`src/rtl/postfix_stack_evaluator_assert.svh`:
```
// Assertion macros for the postfix stack evaluator.
`ifndef POSTFIX_STACK_EVALUATOR_ASSERT_SVH
`define POSTFIX_STACK_EVALUATOR_ASSERT_SVH
`ifndef SYNTHESIS
// Implication checked at every rising clock edge outside reset.
`define PSE_ASSERT_IMP(label, clk, rst, ante, cons, msg) \
   label: assert property (@(posedge clk) disable iff (rst) (ante) |-> (cons)) \
      else $error(msg);
// Implication whose consequent is checked in the cycle after the antecedent.
`define PSE_ASSERT_NEXT(label, clk, rst, ante, cons, msg) \
   label: assert property (@(posedge clk) disable iff (rst) (ante) |=> (cons)) \
      else $error(msg);
`else
`define PSE_ASSERT_IMP(label, clk, rst, ante, cons, msg)
`define PSE_ASSERT_NEXT(label, clk, rst, ante, cons, msg)
`endif
`endif

```
`src/rtl/pse_pkg.sv`:
```
`default_nettype none
package pse_pkg;
   // Status codes reported with each result.
   localparam logic [2:0] ST_OK        = 3'd0;
   localparam logic [2:0] ST_UNDERFLOW = 3'd1;
   localparam logic [2:0] ST_DIVZERO   = 3'd2;
   localparam logic [2:0] ST_OVERFLOW  = 3'd3;
   localparam logic [2:0] ST_UNKNOWN   = 3'd4;

   // ASCII symbols.
   localparam logic [7:0] SYM_ZERO  = 8'h30;
   localparam logic [7:0] SYM_NINE  = 8'h39;
   localparam logic [7:0] SYM_PLUS  = 8'h2B;
   localparam logic [7:0] SYM_MINUS = 8'h2D;
   localparam logic [7:0] SYM_MUL   = 8'h2A;
   localparam logic [7:0] SYM_DIV   = 8'h2F;
   localparam logic [7:0] SYM_POW   = 8'h5E;

   // Operation selector for the arithmetic unit.
   typedef enum logic [2:0] {
      OP_ADD,
      OP_SUB,
      OP_MUL,
      OP_DIV,
      OP_POW
   } op_type;

   typedef struct packed {
      logic [7:0] symbol;
      logic       last;
   } req_type;

   typedef struct packed {
      logic signed [31:0] value;
      logic [2:0]         status;
   } rsp_type;
endpackage
`default_nettype wire

```
`src/rtl/pse_alu.sv`:
```
`default_nettype none
// Multicycle arithmetic unit. Add and subtract are computed at start and
// multiply in S_MUL. Divide uses restoring steps, one quotient bit a cycle.
// Power uses square and multiply, one exponent bit a cycle.
module pse_alu
   import pse_pkg::*;
#(
   parameter int VW = 32
) (
   input  wire logic          clock,
   input  wire logic          reset,
   input  wire logic          start,
   input  wire op_type        op,
   input  wire logic [VW-1:0] opa,
   input  wire logic [VW-1:0] opb,
   output logic               done,
   output logic               div_zero,
   output logic [VW-1:0]      result
);
   localparam int CW = $clog2(VW + 1);

   typedef enum logic [2:0] {
      S_IDLE, S_MUL, S_DIV, S_POW, S_DONE
   } state_type;

   state_type     state_ff, state_in;
   logic [VW-1:0] mc_ff, mc_in;
   logic [VW-1:0] ml_ff, ml_in;
   logic [VW-1:0] rem_ff, rem_in;
   logic [VW-1:0] base_ff, base_in;
   logic [VW-1:0] ex_ff, ex_in;
   logic [CW-1:0] cnt_ff, cnt_in;
   logic          neg_ff, neg_in;
   logic          dz_ff, dz_in;
   logic [VW-1:0] res_ff, res_in;

   logic [VW-1:0] mag_a, mag_b;
   logic [VW:0]   trial;
   logic [VW-1:0] rem_sh;
   logic [VW-1:0] quo;
   logic [VW-1:0] all_ones;
   logic [VW-1:0] prod;
   logic [VW-1:0] square;

   assign all_ones = '1;
   assign mag_a    = opa[VW-1] ? (~opa + 1'b1) : opa;
   assign mag_b    = opb[VW-1] ? (~opb + 1'b1) : opb;
   assign rem_sh   = {rem_ff[VW-2:0], ml_ff[VW-1]};
   assign trial    = {1'b0, rem_sh} - {1'b0, mc_ff};
   assign quo      = {ml_ff[VW-2:0], ~trial[VW]};
   assign prod     = res_ff * base_ff;
   assign square   = base_ff * base_ff;

   // Next state of the sequencer and its datapath.
   always_comb begin
      state_in = state_ff;
      mc_in    = mc_ff;
      ml_in    = ml_ff;
      rem_in   = rem_ff;
      base_in  = base_ff;
      ex_in    = ex_ff;
      cnt_in   = cnt_ff;
      neg_in   = neg_ff;
      dz_in    = dz_ff;
      res_in   = res_ff;
      unique case (state_ff)
         S_IDLE: begin
            if (start) begin
               dz_in = 1'b0;
               unique case (op)
                  OP_ADD: begin
                     res_in   = opa + opb;
                     state_in = S_DONE;
                  end
                  OP_SUB: begin
                     res_in   = opa - opb;
                     state_in = S_DONE;
                  end
                  OP_MUL: begin
                     res_in   = opa;
                     base_in  = opb;
                     state_in = S_MUL;
                  end
                  OP_DIV: begin
                     if (opb == '0) begin
                        dz_in    = 1'b1;
                        state_in = S_DONE;
                     end else begin
                        rem_in   = '0;
                        ml_in    = mag_a;
                        mc_in    = mag_b;
                        neg_in   = opa[VW-1] ^ opb[VW-1];
                        cnt_in   = CW'(VW);
                        state_in = S_DIV;
                     end
                  end
                  OP_POW: begin
                     // Negative exponent gives the truncated fraction.
                     if (opb[VW-1]) begin
                        state_in = S_DONE;
                        if (opa == '0) dz_in = 1'b1;
                        else if (opa == VW'(1)) res_in = VW'(1);
                        else if (opa == all_ones) res_in = opb[0] ? all_ones : VW'(1);
                        else res_in = '0;
                     end else begin
                        res_in   = VW'(1);
                        base_in  = opa;
                        ex_in    = opb;
                        state_in = (opb == '0) ? S_DONE : S_POW;
                     end
                  end
                  default: state_in = S_DONE;
               endcase
            end
         end
         S_MUL: begin
            res_in   = prod;
            state_in = S_DONE;
         end
         S_DIV: begin
            ml_in = quo;
            if (!trial[VW]) rem_in = trial[VW-1:0];
            else rem_in = rem_sh;
            cnt_in = cnt_ff - 1'b1;
            if (cnt_ff == CW'(1)) begin
               state_in = S_DONE;
               res_in   = neg_ff ? ~quo + 1'b1 : quo;
            end
         end
         S_POW: begin
            // Multiply in the base for a set exponent bit, then square it.
            if (ex_ff[0]) res_in = prod;
            base_in = square;
            ex_in   = ex_ff >> 1;
            if ((ex_ff >> 1) == '0) state_in = S_DONE;
         end
         S_DONE: begin
            state_in = S_IDLE;
         end
         default: state_in = S_IDLE;
      endcase
   end

   always_ff @(posedge clock) begin
      if (reset) begin
         state_ff <= S_IDLE;
      end else begin
         state_ff <= state_in;
      end
      mc_ff   <= mc_in;
      ml_ff   <= ml_in;
      rem_ff  <= rem_in;
      base_ff <= base_in;
      ex_ff   <= ex_in;
      cnt_ff  <= cnt_in;
      neg_ff  <= neg_in;
      dz_ff   <= dz_in;
      res_ff  <= res_in;
   end

   assign done     = (state_ff == S_DONE);
   assign div_zero = dz_ff;
   assign result   = res_ff;
endmodule
`default_nettype wire

```
`config.mk`:
```
export PLATFORM = sky130hd
export DESIGN_NAME = pse_alu
export DESIGN_NICKNAME = d
export VERILOG_FILES = /design/src/rtl/postfix_stack_evaluator_assert.svh /design/src/rtl/pse_pkg.sv /design/src/rtl/pse_alu.sv
export SDC_FILE = /design/constraint.sdc
export NUM_CORES = 2
export LEC_CHECK = 0
export BUFFER_PORTS_ARGS = -buffer_cell sky130_fd_sc_hd__buf_2
export CAP_MARGIN = 40
export CORE_ASPECT_RATIO = 1.25
export CORE_UTILIZATION = 55
export CTS_CLUSTER_SIZE = 10
export DETAILED_ROUTE_END_ITERATION = 8
export GPL_ROUTABILITY_DRIVEN = 0
export PLACE_DENSITY = 0.77
export SKIP_CTS_REPAIR_TIMING = 1
export SLEW_MARGIN = 20
export SYNTH_ARGS = -nofsm -noshare
export SYNTH_HDL_FRONTEND = slang
export SYNTH_SLANG_ARGS = --single-unit
```
`constraint.sdc`:
```
create_clock -name clock -period 9.8 [get_ports clock]
set_input_delay 2.45 -clock clock [delete_from_list [all_inputs] [get_ports clock]]
set_output_delay 2.45 -clock clock [all_outputs]
set_load 0.01 [all_outputs]
```
# Word level (Yosys, flattened, before mapping)
# Index checks and enable logic that the tools add are counted.
# word_totals
regBits,202
latchBits,0
mem_bits_rw,0
rom_bits,0
in_bits,70
out_inout_bits,34
mem_count,0
# classes
addsub,7
multipliers,2
n_div,0
magnitude_cmp,0
eq_ne,23
shift,0
mux,46
n_bitwise,6
reduce_logical,15
# op_table
operator,count
$mux 32,18
$pmux 32 s2,4
$pmux 32 s4,2
$mux 31,5
$add 32x1->32 const B,3
$logic_not 32->1,3
$not 32->32,3
$mul 32x32->32,2
$pmux 31 s2,1
$sub 32x32->33,1
$add 32x32->32,1
$eq 32x1->1 const B,1
$eq 32x32->1 const B,1
$sub 32x32->32,1
$mux 3,6
$mux 6,3
$reduce_and 4->1,4
$eq 3x2->1 const B,4
$ne 2x2->1 const B,6
$pmux 3 s4,1
$pmux 6 s2,1
$pmux 3 s3,1
$eq 3x1->1 const B,2
$eq 3x3->1 const B,2
17 further kinds,23

# Depth between registers and ports, before layout
# depth
depth_word,8
mapped_depth,29

# Worst setup path before layout
# Ideal clock, no wire load.
# synth_path
path_type,input-to-reg
from,in opb[0]
to,"reg cnt_ff[0], enable pin"
setup_time_ns,0.581
t_arrival_ns,8.471
required_time_ns,9.219
path_slack_ns,0.749
path_stages,12
n_path_buf,1
path_cell_list,inv_1 ha_1 or3b_4 or3_1 buf_2 nand2b_4 or4_4 nor2_2 nand4_1 or2_4 a41oi_1 nor3_1
# synth_via
elab_chain_cells,3
# synth_rtl
element,line_no,rtl
from (decl),pse_alu.sv:15,"input wire logic [VW-1:0] opb,"
$logic_not 32->1,pse_alu.sv:85,if (opb == '0) begin
$ne 2x2->1 (no source line),n/a,
$reduce_and 4->1 (no source line),n/a,
to (signal assigned),pse_alu.sv:155,cnt_ff <= cnt_in;
to (decl),pse_alu.sv:32,"logic [CW-1:0] cnt_ff, cnt_in;"
# Every way passes these cells.
# A chain may end at the register's enable or synchronous reset.

# Worst setup path in the final report
# layout_path
from,reg base_ff[6]
to,"reg base_ff[30], data pin"
# layout_via
elab_chain_cells,2
# layout_rtl
element,line_no,rtl
from (decl),pse_alu.sv:30,"logic [VW-1:0] base_ff, base_in;"
from (signal assigned),pse_alu.sv:153,base_ff <= base_in;
$mul 32x32->32,pse_alu.sv:52,assign square = base_ff * base_ff;
$pmux 32 s2,pse_alu.sv:66,unique case (state_ff)
named net base_in[30],pse_alu.sv:30,
# The timed path passes the listed nets, and every way through them passes these cells.

==> impl_metrics.csv <==
group,metric,value,unit
floorplan,die-area,0.0807,mm^2
routing,ant_nets,0,
status,status,"complete, no violations",
timing,whs,0.548,ns
logic_synthesis,yosysSeqAreaShare,13.7,%
logic_synthesis,avgSynthCellArea,9.04,um^2
critical_path,cp-start-kind,"flop",
timing,rsz0062_at_grt,"false",
floorplan,row_count,115,
layout,n_fill_cell,6734,
logic_synthesis,synthArstFlopShare,0,%
critical_path,cp_top_family,"adder cells",
floorplan,die_w,254,um
timing,max-slew-margin-rel,39.5,%
timing,fmax,119,MHz
critical_path,end_kind,"flop",
clock_tree,cts_buffers,25,
grt,antenna_found_initial,6,
grt,groute.usage.overall,32.4,%
layout,final_design_area_no_fill,0.0460,mm^2
floorplan,start_util,55.6,%
floorplan,die_h,317,um
grt,overflow,0,
timing,fin_crit_sh,85.9,%
layout,syn_to_final_growth,5.19,%
logic_synthesis,synth_area,0.0437,mm^2
routing,wl_per_cell,21.7,um
placement,dp_hpwl,99.4,mm
critical_path,path_max_fanout,40,
timing,maxSlewViolCount,0,
grt,grt_pass1_vias,36000,
logic_synthesis,ys_warn_count,0,
critical_path,cp_common_cell,"fa_1",
critical_path,critPathBufInv,5,
critical_path,critical_path.cell_chain,"buf_4 > and2_1 > inv_1 > fa_1 > inv_1 > fa_1 > fa_1 > inv_1 > fa_1 > inv_1 > fa_1 > fa_1 > fa_1 > fa_1 > ha_1 > a21o_1 > a21oi_1 > o21ai_0 > a221oi_1 > o31ai_1 > a221oi_1 > nor2b_1 > o2111a_1 > nor3_1",
placement,place_area,0.0452,mm^2
clock_tree,cts_buffer_depth,3,
routing,drc,0,
critical_path,critPathMaxStageDelay,0.68,ns
timing,tightest_slew,0.908,ns
timing,setup_total_negative_slack,0,ns
logic_synthesis,yosys.cell_types.count,86,
clock_tree,cts_tree,"built",
floorplan,io_pins,104,
routing,vias_per_cell,5.86,
hold_path,hp-class,"reg -> reg",
critical_path,crit_type,"reg -> reg",
timing,setup_viol,0,
logic_synthesis,synth_edf_count,198,
clock_tree,clkLatencyLatePin,0.58,ns
routing,vias,34300,
timing,clock_skew,0.0219,ns
critical_path,cp.required,10.21,ns
critical_path,crit_arrival,8.82,ns
floorplan,core_area,0.0787,mm^2
routing,first_pass_iters,6,
critical_path,slowest_stage,"a221oi_1",
grt,grt_max_degree,81,
job,maxCapViolCount,0,
logic_synthesis,ys_dominant_reg_cell,"edfxtp_1",
logic_synthesis,ys_seq_elements,201,
timing,hold_violations,0,
clock_tree,cts_sinks,201,
clock_tree,cts.clk_slew.worst_paths,0.06,ns
routing,wirelength,127,mm
clock_tree,htree_levels,1,
layout,register_area,0.00601,mm^2
grt,grt_pass1_wl,199,mm
routing,drtIter0Drc,2918,
timing,period_needed,8.41,ns
layout,drive_gt1_share,5.36,%
clock_tree,cts-root-buf,"clkbuf_16",
logic_synthesis,synth.net_count,6001,
layout,multiInputGateArea,0.0334,mm^2
logic_synthesis,syn_inst,4836,
layout,layout.nets,5948,
placement,numPortBuffers,103,
==> routing by layer <==
layer	share of wire (%)	track usage [%]	routed length, um
met3	11	6.97	13500
met4	6.6	18.3	8400
met5	0.0079	0	10
met2	48	53.7	60500
met1	35	39.2	44400
==> state kept, by name, summed over array words and instances, names as in the netlist <==
signal and flops:
ex_ff 31, state_ff 3, mc_ff 32, ml_ff 32, rem_ff 31, neg_ff 1, div_zero 1, result 32
base_ff 32, cnt_ff 6
==> through the flow <==
stage / worst slack (ns) / util [%] / instances
2_1_floorplan: 0.749 / - / 4836
3_3_place_gp: 1.78 / 57.3 / 5794
3_5_place_dp: 1.57 / 57.4 / 5802
4_1_cts: 1.54 / 58.3 / 5839
5_1_grt: 1.05 / 58.5 / 5849
6_report: 1.39 / 58.5 / 5851
==> final timing paths <==
kind / from / cells past startpoint / slack, ns / to
worst max-delay path: base_ff[6] / 24 / 1.39 / base_ff[30]
worst max register to register: base_ff[6] / 24 / 1.39 / base_ff[30]
worst min register to register: ex_ff[24] / 2 / 0.55 / ex_ff[23]
worst min-delay path: ex_ff[24] / 2 / 0.55 / ex_ff[23]
==> cells by family after synthesis <==
family                     count (synthesis)  synth area share, %
buffers and inverters                   1157                 9.96
AOI/OAI and AO/OA                        584                 8.72
and+or+nand+nor                         1497                 16.8
adders and majority gates               1096                 44.7
DFF                                      201                 13.7
xor gates and xnor gates                 285                 5.71
muxes                                     16                0.369
==> worst reg2reg max path: stages (launching register included) <==
cell and delay, ns:
edfxtp_1 0.52, buf_4 0.49, and2_1 0.28, inv_1 0.08
fa_1 0.50, inv_1 0.05, fa_1 0.48, fa_1 0.52
inv_1 0.05, fa_1 0.49, inv_1 0.06, fa_1 0.48
fa_1 0.56, fa_1 0.43, fa_1 0.45, ha_1 0.34
a21o_1 0.20, a21oi_1 0.24, o21ai_0 0.13, a221oi_1 0.68
o31ai_1 0.19, a221oi_1 0.49, nor2b_1 0.13, o2111a_1 0.25
nor3_1 0.16
==> area by class of cell <==
class | instances | share of cell area, %
multi-input cells | 3478 | 72.6
inverters | 903 | 7.37
flip-flops and latches | 201 | 13.1
clock buffers | 32 | 1.42
diodes | 5 | 0.0272
repair buffers | 174 | 2.53
clock inverters | 5 | 0.101
well taps | 1053 | 2.86
==> cells in the mapped netlist (4+ instances only) <==
library cell | n | area, um^2
o211ai_1 | 8 | 60.1
o31ai_1 | 37 | 278
nor2_1 | 133 | 499
a31oi_1 | 44 | 275
or3_1 | 28 | 175
nand3b_1 | 5 | 37.5
buf_2 | 5 | 25.0
clkbuf_1 | 236 | 886
o21ai_0 | 142 | 711
a21oi_1 | 134 | 671
nand4_1 | 28 | 175
xor2_1 | 113 | 990
xnor2_1 | 172 | 1510
a31o_2 | 5 | 43.8
nor3_1 | 41 | 205
buf_1 | 11 | 41.3
ha_1 | 317 | 3970
o41ai_2 | 4 | 65.1
or4_1 | 11 | 82.6
a221oi_1 | 26 | 228
o22ai_1 | 7 | 43.8
edfxtp_1 | 198 | 5950
o21bai_1 | 15 | 113
nand2_1 | 674 | 2530
a21o_1 | 48 | 360
fa_1 | 778 | 15600
and2_1 | 422 | 2640
nor2b_1 | 27 | 169
o41ai_1 | 8 | 70.1
nor4_1 | 19 | 119
nor3b_1 | 6 | 45.0
or2_2 | 11 | 68.8
and3_1 | 15 | 93.8
nand2b_1 | 21 | 131
a211o_1 | 6 | 52.6
nand3_1 | 35 | 175
mux2i_1 | 15 | 150
o21a_1 | 27 | 203
a22oi_1 | 5 | 37.5
a211oi_1 | 15 | 113
o221ai_1 | 13 | 114
inv_1 | 902 | 3390
==> layout by cell type (no fill, tap or decap), types with 19 or more instances in the layout <==
cell type | netlist | final
buf_4 | 0 | 56
inv_1 | 902 | 902
a31oi_1 | 44 | 44
fa_1 | 778 | 778
nor2b_1 | 27 | 25
nor2_1 | 133 | 130
or3_1 | 28 | 28
buf_2 | 5 | 105
o21ai_0 | 142 | 142
xnor2_1 | 172 | 172
a221oi_1 | 26 | 26
o21a_1 | 27 | 27
xor2_1 | 113 | 113
nor3_1 | 41 | 39
edfxtp_1 | 198 | 198
nand2_1 | 674 | 672
o31ai_1 | 37 | 37
nor4_1 | 19 | 19
a21oi_1 | 134 | 133
clkbuf_16 | 0 | 25
a21o_1 | 48 | 48
ha_1 | 317 | 317
and2_1 | 422 | 420
nand2b_1 | 21 | 21
nand4_1 | 28 | 28
nand3_1 | 35 | 35
Power is not shown: default switching activity piles up to over one toggle a cycle in this logic, so the estimate is an artifact.
